**config.mk**
```make
export PLATFORM = sky130hd
export DESIGN_NAME = mmp_mul
export DESIGN_NICKNAME = d
export VERILOG_FILES = /design/src/sv/mmp_mul.sv
export SDC_FILE = /design/constraint.sdc
export NUM_CORES = 2
export LEC_CHECK = 0
export BUFFER_PORTS_ARGS = -buffer_cell sky130_fd_sc_hd__buf_2
export CAP_MARGIN = 20
export CORE_MARGIN = 8
export CORE_UTILIZATION = 40
export DETAILED_ROUTE_END_ITERATION = 8
export PLACE_DENSITY = 0.66
export SETUP_SLACK_MARGIN = 0.02
export SKIP_LAST_GASP = 1
export SYNTH_ARGS = -nofsm -noshare
export SYNTH_HDL_FRONTEND = slang
export SYNTH_SLANG_ARGS = --single-unit
```
**constraint.sdc**
```tcl
create_clock -name clk -period 9.3 [get_ports clk]
set_input_delay 1.86 -clock clk [delete_from_list [all_inputs] [get_ports clk]]
set_output_delay 1.86 -clock clk [all_outputs]
set_load 0.1 [all_outputs]
```
**src/sv/mmp_mul.sv**
```systemverilog
// Pipelined multiplier that adds one 16-bit slice of the second operand per stage.
module mmp_mul #(
  parameter int AW = 32,
  parameter int BW = 32,
  parameter int SW = 1
) (
  input  logic             clk,
  input  logic             rst_n,
  input  logic             en,
  input  logic             in_v,
  input  logic [AW-1:0]    in_a,
  input  logic [BW-1:0]    in_b,
  input  logic [SW-1:0]    in_side,
  output logic             out_v,
  output logic [AW+BW-1:0] out_p,
  output logic [SW-1:0]    out_side
);
  localparam int NS = (BW + 15) / 16;
  localparam int PW = AW + BW;
  localparam int BPW = NS * 16;

  logic          v_r    [0:NS];
  logic [AW-1:0] a_r    [0:NS];
  logic [BPW-1:0] b_r   [0:NS];
  logic [PW-1:0] acc_r  [0:NS];
  logic [SW-1:0] side_r [0:NS];

  assign v_r[0]    = in_v;
  assign a_r[0]    = in_a;
  assign b_r[0]    = BPW'(in_b);
  assign acc_r[0]  = '0;
  assign side_r[0] = in_side;

  for (genvar i = 0; i < NS; i++) begin : g_stage
    logic [AW+15:0] pp;
    logic [PW-1:0]  acc_nxt;

    always_comb begin
      pp      = (AW+16)'(a_r[i]) * (AW+16)'(b_r[i][16*i +: 16]);
      acc_nxt = acc_r[i] + (PW'(pp) << (16 * i));
    end

    always_ff @(posedge clk) begin
      if (!rst_n) begin
        v_r[i+1] <= 1'b0;
      end else if (en) begin
        v_r[i+1] <= v_r[i];
      end
    end

    always_ff @(posedge clk) begin
      if (en) begin
        a_r[i+1]    <= a_r[i];
        b_r[i+1]    <= b_r[i];
        acc_r[i+1]  <= acc_nxt;
        side_r[i+1] <= side_r[i];
      end
    end
  end

  assign out_v    = v_r[NS];
  assign out_p    = acc_r[NS];
  assign out_side = side_r[NS];

endmodule

```
==> key figures <==
Critical path
  – FF-to-FF path depth: 29
  – Crit. End Element: flop
  – CP startpoint kind: flop
  – Critical Path RT: 9.58 ns
  – Crit path max-delay cell type: edfxtp_1
  – Crit path DAT: 9.04 ns
  – CP Depth: 29
  – Critical path's top delay family: adder cells
  – Critical path class: flop to flop
  – Crit path buf inv count: 6
  – CP Max Fanout: 32
  – Max incr delay on CP: 1.09 ns

Clock network
  – Root Driver: clkbuf_16
  – Clk sinks: 164
  – Maximum clock path buffer count: 2
  – Num CTS Buffers: 17
  – CTS tree: done
  – Clock transition at the registers of the reported paths: 0.07 ns
  – # resized after CTS: 0
  – Postcts setup bufs: 0
  – CTS hold repair buffers: 0
  – # H-tree levels: 4
  – Clk_lat worst skew: 0.48 ns

Timing
  – Highest clock rate: 114 MHz
  – Tmin final: 8.76 ns
  – Final Slew Violations: 0
  – RSZ-0062 raised after global routing: false
  – Hold Vio Cnt, Final: 0
  – Setup WS post-layout: 0.540 ns
  – Final setup violation count: 0
  – Final TNS setup: 0 ns
  – Actual slew at the worst max-slew pin: 1.12 ns
  – Clock skew: 0.0133 ns
  – Max transition margin: 25.2%
  – Crit share post-route: 94.2%

Synth
  – Syn nets: 5466
  – Post-synth EDFFs: 162
  – Register bit total from synthesis: 164
  – Sequential element share of the synthesized area: 12.3%
  – Area leader, netlist: fa_1
  – Post-synthesis cell count: 4286
  – Avg Cell Area, Syn: 9.29 µm²
  – Distinct cells, synth: 94
  – Yosys warning count: 0
  – Async SR Flop Fraction: 0%
  – Post-synth top area share: 42.1%
  – Post-Synthesis Cell Area: 0.0398 mm²
  – Top cells by area, synth: fa_1, edfxtp_1, ha_1, inv_1, nand2_1
  – Commonest register cell after synthesis: edfxtp_1

GRT
  – Initial antenna violation count: 1
  – GRT overflow: 0
  – Pin count of the biggest net entering global routing: 77
  – Gr usage total: 19.1%
  – Number of global-route vias before repair: 30617
  – First-pass GRT wire length: 169000 µm

Floorplanning
  – Die Span X: 331 µm
  – Initial core utilization: 40.4%
  – Die H: 331 µm
  – Die Area: 0.110 mm²
  – I/O pin count: 135
  – Row count: 115
  – Core area: 0.0986 mm²

Run
  – Max_cap viols: 0

Status
  – Run status: complete, no violations

Place
  – Hpwl dp: 83800 µm
  – Port Buf Inserts: 134
  – Post-place setup slack: 0.664 ns
  – Final GP Congestion: 0.909

Worst hold path
  – Worst min path class: flop to flop
  – Worst hold path cell count: 0

Drt
  – Vias per inst: 5.15
  – Per-cell routed wire length: 18.5 µm
  – Final ANT Viol Nets: 0
  – DRT iter0 DRCs: 1880
  – Drt drc: 0
  – Routed WL: 102000 µm
  – Initial DRT Pass Iterations: 6
  – DR vias: 28493

Final layout
  – Fin util: 42.4%
  – Nets: 5411
  – Area growth from synthesis to layout: 5.04%
  – # diodes: 0
  – Layout cells sized above 1: 6.13%
  – # fillers: 9521
==> area by class of cell <==
| class | instances | area (µm²) | area share [%] |
|---|---|---|---|
| Clock buffer | 18 | 429 | 1.03 |
| Clock inverter | 13 | 149 | 0.356 |
| Inverter | 882 | 3310 | 7.92 |
| Multi-Input combinational cell | 2993 | 30400 | 72.7 |
| Sequential cell | 164 | 4900 | 11.7 |
| Tap cell | 1287 | 1610 | 3.85 |
| Timing Repair Buffer | 173 | 997 | 2.39 |
==> final timing paths <==
check / from / slack (ns) / end
setup / recovery: b_r[52]$_DFFE_PP_ / 0.54 / out_p[55]$_DFFE_PP_
setup reg to reg: b_r[52]$_DFFE_PP_ / 0.54 / out_p[55]$_DFFE_PP_
hold / removal: acc_r[70]$_DFFE_PP_ / 0.42 / out_p[6]$_DFFE_PP_
hold reg to reg: acc_r[70]$_DFFE_PP_ / 0.42 / out_p[6]$_DFFE_PP_
==> layout by cell type (no fill, tap or decap), types with 77 or more instances in the layout <==
cell | Yosys | final
a21oi_1 | 112 | 112
ha_1 | 274 | 274
fa_1 | 837 | 837
nand2_1 | 811 | 811
and2_1 | 308 | 308
xnor2_1 | 80 | 80
a21o_1 | 77 | 77
edfxtp_1 | 162 | 162
buf_2 | 7 | 133
inv_1 | 882 | 882
==> synthesized netlist by cell type (all sizes together) (3+ instances only) <==
library cell  number
inv              882
fa               837
nand2            815
and2             309
ha               274
clkbuf           175
edfxtp           162
a21oi            122
xnor2             82
a21o              77
nor2              76
buf               72
o21ai             61
nand3             38
xor2              38
nand4             22
o21bai            20
and3              17
nor3              17
o211ai            14
a31oi             13
nand2b            13
o21a              13
a211oi            11
nor2b             11
nor4              10
or3                9
o31ai              7
or2                7
nand3b             6
a311oi             5
nor4b              5
o31a               5
a2111oi            4
a211o              4
a41o               4
and4               4
mux2i              4
a221oi             3
o2111ai            3
or4b               3
==> kinds of logic after synthesis <==
kind of cell             count (synthesis)  synth area share [%]
AND/OR/NAND/NOR                       1371                  16.2
buffers and inverters                 1129                  11.3
adder cells (fa/ha/maj)               1111                  50.7
AO/OA/AOI/OAI                          386                  6.61
flip-flops                             164                  12.3
XOR/XNOR                               120                  2.70
multiplexers                             5                 0.129
==> registers in the layout (all words and copies together) (netlist names) <==
name      cells
a_r          32
out_v         1
out_side      1
v_r           1
b_r          16
acc_r        48
side_r        1
out_p        64
==> stage by stage <==
| stage | std cells | instance area (µm²) | hold slack (ns) |
|---|---|---|---|
| after detailed placement | 5497 | 41200 | 0.405 |
| final | 5530 | 41800 | 0.421 |
| after global routing | 5530 | 41800 | 0.429 |
| after global placement | 5497 | 41200 | 0.403 |
| after CTS | 5528 | 41800 | 0.422 |
| after floorplan | 4286 | 39800 | 0.400 |
==> routing by layer <==
layer | share of wire [%] | vias up | track usage, %
li1 | - | 12844 | -
met1 | 45 | 14610 | 26.5
met2 | 46 | 920 | 31.0
met3 | 7.0 | 119 | 3.20
met4 | 2.1 | 0 | 4.83
met5 | 0 | - | 0
Power is not shown: default switching activity piles up to over one toggle a cycle in this logic, so the estimate is an artifact.
