===== config.mk =====
export PLATFORM = sky130hd
export DESIGN_NAME = mmp_sqrt
export DESIGN_NICKNAME = d
export VERILOG_FILES = /design/src/sv/mmp_sqrt.sv
export SDC_FILE = /design/constraint.sdc
export NUM_CORES = 2
export LEC_CHECK = 0
export BUFFER_PORTS_ARGS = -buffer_cell sky130_fd_sc_hd__clkbuf_2
export CAP_MARGIN = 25
export CORE_AREA = 2 2 553 445
export CTS_CLUSTER_SIZE = 24
export DETAILED_ROUTE_END_ITERATION = 10
export DIE_AREA = 0 0 555 447
export PLACE_DENSITY = 0.65
export SLEW_MARGIN = 10
export SYNTH_ARGS = -nofsm -noshare
export SYNTH_HDL_FRONTEND = slang
export SYNTH_SLANG_ARGS = --single-unit

===== constraint.sdc =====
create_clock -name clk -period 10 [get_ports clk]
set_input_delay 1 -clock clk [delete_from_list [all_inputs] [get_ports clk]]
set_output_delay 1 -clock clk [all_outputs]
set_load 0.02 [all_outputs]

===== src/sv/mmp_sqrt.sv =====
// Pipelined integer square root that settles one root bit per stage.
module mmp_sqrt #(
  parameter int XW = 64,
  parameter int SW = 1
) (
  input  logic             clk,
  input  logic             rst_n,
  input  logic             en,
  input  logic             in_v,
  input  logic [XW-1:0]    in_x,
  input  logic [SW-1:0]    in_side,
  output logic             out_v,
  output logic [XW/2-1:0]  out_root,
  output logic [SW-1:0]    out_side
);
  localparam int RTW  = XW / 2;
  localparam int REMW = RTW + 3;

  logic            v_r    [0:RTW];
  logic [XW-1:0]   x_r    [0:RTW];
  logic [RTW-1:0]  root_r [0:RTW];
  logic [REMW-1:0] rem_r  [0:RTW];
  logic [SW-1:0]   side_r [0:RTW];

  assign v_r[0]    = in_v;
  assign x_r[0]    = in_x;
  assign root_r[0] = '0;
  assign rem_r[0]  = '0;
  assign side_r[0] = in_side;

  for (genvar i = 0; i < RTW; i++) begin : g_stage
    logic [REMW+1:0] r2;
    logic [REMW+1:0] trial;
    logic            ge;

    always_comb begin
      r2    = {rem_r[i], x_r[i][XW-1 -: 2]};
      trial = (REMW+2)'({root_r[i], 2'b01});
      ge    = r2 >= trial;
    end

    always_ff @(posedge clk) begin
      if (!rst_n) begin
        v_r[i+1] <= 1'b0;
      end else if (en) begin
        v_r[i+1] <= v_r[i];
      end
    end

    always_ff @(posedge clk) begin
      if (en) begin
        x_r[i+1]    <= x_r[i] << 2;
        root_r[i+1] <= {root_r[i][RTW-2:0], ge};
        rem_r[i+1]  <= ge ? REMW'(r2 - trial) : REMW'(r2);
        side_r[i+1] <= side_r[i];
      end
    end
  end

  assign out_v    = v_r[RTW];
  assign out_root = root_r[RTW];
  assign out_side = side_r[RTW];

endmodule


==> flow_metrics.py <==
metrics = {
    "logic_synthesis": {
        "synth.area.top_cells": "sky130_fd_sc_hd__edfxtp_1 (64%), sky130_fd_sc_hd__ha_1 (5.8%), sky130_fd_sc_hd__xnor2_1 (3.2%)",
        "post_synth.cell_area_avg_um2": 13.0,
        "synth_top_cell_by_area": "sky130_fd_sc_hd__edfxtp_1",
        "synth_enable_flop_cells": 2584,
        "synth-seq-cells": 2616,
        "ys_async_sr_fraction_pct": 0,
        "synthDominantCellAreaShare_pct": 64.2,
        "ys_types": 93,
        "cells_after_synth": 9307,
        "netlist_area_um2": 121000,
        "ys.warnings.count": 0,
        "dominantRegCellSynth": "sky130_fd_sc_hd__edfxtp_1",
        "synth_sequential_area_ratio_pct": 64.7,
        "mappedNetlistNets": 9938,
    },
    "die": {
        "design.die.area_um2": 248000,
        "die_w_um": 555,
        "design.portCount": 103,
        "chipHeight_um": 447,
        "cell_row_count": 162,
        "core_um2": 243000,
        "starting_utilization_of_the_core_area_pct": 49.8,
    },
    "timing": {
        "timing.hold.ws_ns": 0.311,
        "max-slew-margin-rel_pct": 16.2,
        "count_of_final_hold_check_violations": 0,
        "maxClockFrequency_ghz": 0.224,
        "worst_slew_pin_slew_ns": 1.26,
        "setup_violations": 0,
        "fin_worst_skew_ns": 0.0852,
        "totalNegativeSetupSlack_ns": 0,
        "finalWorstPathRequiredPeriod_ns": 4.47,
        "max_slew_violation_count": 0,
        "final_cycle_utilization_of_the_critical_path_pct": 44.7,
        "rsz0062_at_grt": "false",
    },
    "detailed_routing": {
        "drtAntennaViolNets": 0,
        "detail_route.wl_per_cell_um": 19.6,
        "detail_route.drc_violations": 0,
        "via_count_of_the_routed_design": 72194,
        "drt-pass1-iter-count": 6,
        "totalWireLength_mm": 254,
        "drt-initial-drc-count": 7008,
        "via_per_inst": 5.56,
    },
    "cts": {
        "cts_buffers": 277,
        "worstSkewPairLatency_ns": 0.87,
        "cts.sink_count": 2616,
        "ctsRootBufferMaster": "sky130_fd_sc_hd__clkbuf_16",
        "worst_setup_hold_path_clk_slew_ns": 0.06,
        "htree_num_levels": 5,
        "post_cts.repair.setup_buffers": 0,
        "cts-hold-fix-buffers": 0,
        "clock_tree_from_tritoncts": "yes",
        "cts-resized-gates": 0,
        "max-clock-path-buffers": 4,
    },
    "worst_setup_path": {
        "crit_arrival_ns": 5.06,
        "timing.critical_path.required_ns": 10.60,
        "worstSetupStartpointType": "flip-flop",
        "timing.reg2reg.setup_slack_ns": 5.53,
        "cp_max_fo": 55,
        "start_to_end_type_of_the_worst_setup_path": "flip-flop to flip-flop",
        "worst_setup_path_end_kind": "flip-flop",
    },
    "global_routing": {
        "first_global_vias": 69215,
        "largest_net_degree_at_the_start_of_global_routing": 194,
        "grt_util_all_layers_pct": 20.2,
        "antenna_found_initial": 3,
        "grt_pass1_wl_mm": 395,
        "grt.overflow.total": 0,
    },
    "power_and_ir_drop": {
        "power.share.clock_pct": 32.9,
        "seq_power_share_pct": 47.5,
        "irDropWorstVdd_uv": 182,
        "p_leak_nw": 51.1,
        "internal_power_consumption_mw": 22.2,
        "switching_power_mw": 8.81,
        "power_density_normalized_to_cell_area_nw_per_um2": 231,
        "sw_frac_of_total_pct": 28.4,
        "p_comb_share_pct": 19.6,
    },
    "run": {
        "max-cap-violations": 0,
    },
    "layout": {
        "final_layout_size_suffix_gt1_share_pct": 7.70,
        "nets": 10192,
        "fillers": 19831,
        "areaGrowthSynthToFinish_pct": 11.2,
    },
    "run_status": {
        "status": "complete, no violations",
    },
    "placement": {
        "place.detailed.hpwl_mm": 180,
        "numPortBuffers": 102,
        "placer_s_final_routability_congestion_estimate": 0.921,
    },
    "hold_path": {
        "hold_path_class": "input pin to flip-flop",
    },
}
-- routing by layer --
metal | vias to the layer above | global-route usage (%) | wire length (um)
met3 | 407 | 3.22 | 14500
met4 | 0 | 5.16 | 5960
met1 | 35118 | 30.6 | 124000
met2 | 1804 | 30.2 | 109000
met5 | - | 0 | 0
li1 | 34865 | - | -
-- power by group through the flow --
stage | clock network [mW] | logic, mW | registers [mW]
finish | 10.2 | 6.09 | 14.8
global route | 10.9 | 6.77 | 14.9
CTS | 10.5 | 6.03 | 14.8
detailed placement | 0 | 5.98 | 15.0
global placement | 0 | 5.91 | 15.0
floorplan | 0 | 4.47 | 14.5
-- sequential cells by signal, indices dropped and copies added, names as in the netlist --
| signal | count |
|---|---|
| g_stage.r2 | 1094 |
| v_r | 31 |
| out_root | 32 |
| g_stage.trial | 496 |
| x_r | 930 |
| side_r | 31 |
| out_side | 1 |
| out_v | 1 |
-- synth_stat cells (all sizes together) (37+ instances only) --
cell    count
nor2b     112
or4        61
o21a      108
edfxtp   2584
o21ai     449
nor2      592
or2        46
or3       106
nor4      134
inv       719
nand4      92
nand2     612
nand2b    121
a211oi     45
nor3      248
o31ai      62
o21bai     37
and3       47
mux2i      45
ha        562
xor2      432
nand3     166
xnor2     438
a21o      214
a21oi     566
mux2       81
a31oi      40
clkbuf    169
-- through the flow --
stage	utilization [%]	cells	total power, mW	setup WS [ns]	instance area (um2)
after floorplan	-	9307	19.0	6.21	121000
after global placement	51.6	12476	20.9	5.24	125000
after detailed placement	51.7	12479	21.0	5.69	125000
after CTS	55.4	12971	31.3	5.66	134000
after global routing	55.4	12972	32.6	5.25	134000
final	55.4	12973	31.1	5.53	134000
-- area by class of cell --
class	instances	area, um2	area share (%)
repair buffers	158	1110	0.830
diodes	1	2.50	0.00186
clock buffers	317	7170	5.33
clock inverters	175	1820	1.35
inverters	720	2700	2.01
flip-flops and latches	2616	78200	58.2
well taps	3198	4000	2.98
multi-input cells	5788	39300	29.3
-- cell families (layout without fill, tap and decap cells) --
kind of cell             Yosys count  after routing  synth area share (%)
AO/OA/AOI/OAI                   1757           1757                  9.00
XOR/XNOR                         870            870                  6.31
adder cells (fa/ha/maj)          562            562                  5.82
buffers and inverters            903           1370                  2.82
flip-flops                      2616           2616                  64.7
multiplexers                     126            126                  1.13
other                              1              2               0.00310
AND/OR/NAND/NOR                 2472           2472                  10.2
-- worst max-delay path, stage by stage, from the launching register on --
cell and delay (ns):
sky130_fd_sc_hd__edfxtp_1 0.40, sky130_fd_sc_hd__ha_1 0.37, sky130_fd_sc_hd__o21a_1 0.20, sky130_fd_sc_hd__o22ai_1 0.16
sky130_fd_sc_hd__o311ai_0 0.77, sky130_fd_sc_hd__a21oi_1 0.35, sky130_fd_sc_hd__o211ai_1 0.33, sky130_fd_sc_hd__o21ai_0 0.31
sky130_fd_sc_hd__o21ai_4 0.20, sky130_fd_sc_hd__buf_4 0.52, sky130_fd_sc_hd__nor2b_1 0.29, sky130_fd_sc_hd__o2111ai_1 0.17
sky130_fd_sc_hd__xnor2_1 0.16
-- cells in the final DEF (no fill, tap or decap), types with 42 or more instances in the layout --
cell                        count
sky130_fd_sc_hd__mux2_2        81
sky130_fd_sc_hd__or4_1         57
sky130_fd_sc_hd__nor2_1       591
sky130_fd_sc_hd__nor2b_1      111
sky130_fd_sc_hd__a21oi_1      566
sky130_fd_sc_hd__and3_1        47
sky130_fd_sc_hd__clkbuf_2     101
sky130_fd_sc_hd__nor3_1       243
sky130_fd_sc_hd__buf_4         42
sky130_fd_sc_hd__a211oi_1      45
sky130_fd_sc_hd__o21ai_0      445
sky130_fd_sc_hd__nand3_1      166
sky130_fd_sc_hd__o31ai_1       60
sky130_fd_sc_hd__or3_1        102
sky130_fd_sc_hd__clkinv_2      45
sky130_fd_sc_hd__edfxtp_1    2584
sky130_fd_sc_hd__a21o_1       214
sky130_fd_sc_hd__inv_1        719
sky130_fd_sc_hd__clkbuf_16    281
sky130_fd_sc_hd__xor2_1       432
sky130_fd_sc_hd__nor4_1       130
sky130_fd_sc_hd__or2_2         46
sky130_fd_sc_hd__o21a_1       108
sky130_fd_sc_hd__nand2_1      612
sky130_fd_sc_hd__nand4_1       92
sky130_fd_sc_hd__xnor2_1      438
sky130_fd_sc_hd__clkinv_1      46
sky130_fd_sc_hd__mux2i_1       45
sky130_fd_sc_hd__nand2b_1     121
sky130_fd_sc_hd__ha_1         562
-- final timing paths --
path	start	depth (start not counted)	to
worst min register to register	x_r[1191]	0	x_r[1129]
worst max-delay path	g_stage[28].r2[2]	12	g_stage[29].r2[34]
worst min-delay path	in_x[26]	1	x_r[2012]
worst max register to register	g_stage[28].r2[2]	12	g_stage[29].r2[34]
Power figures use the tool's default switching activity.
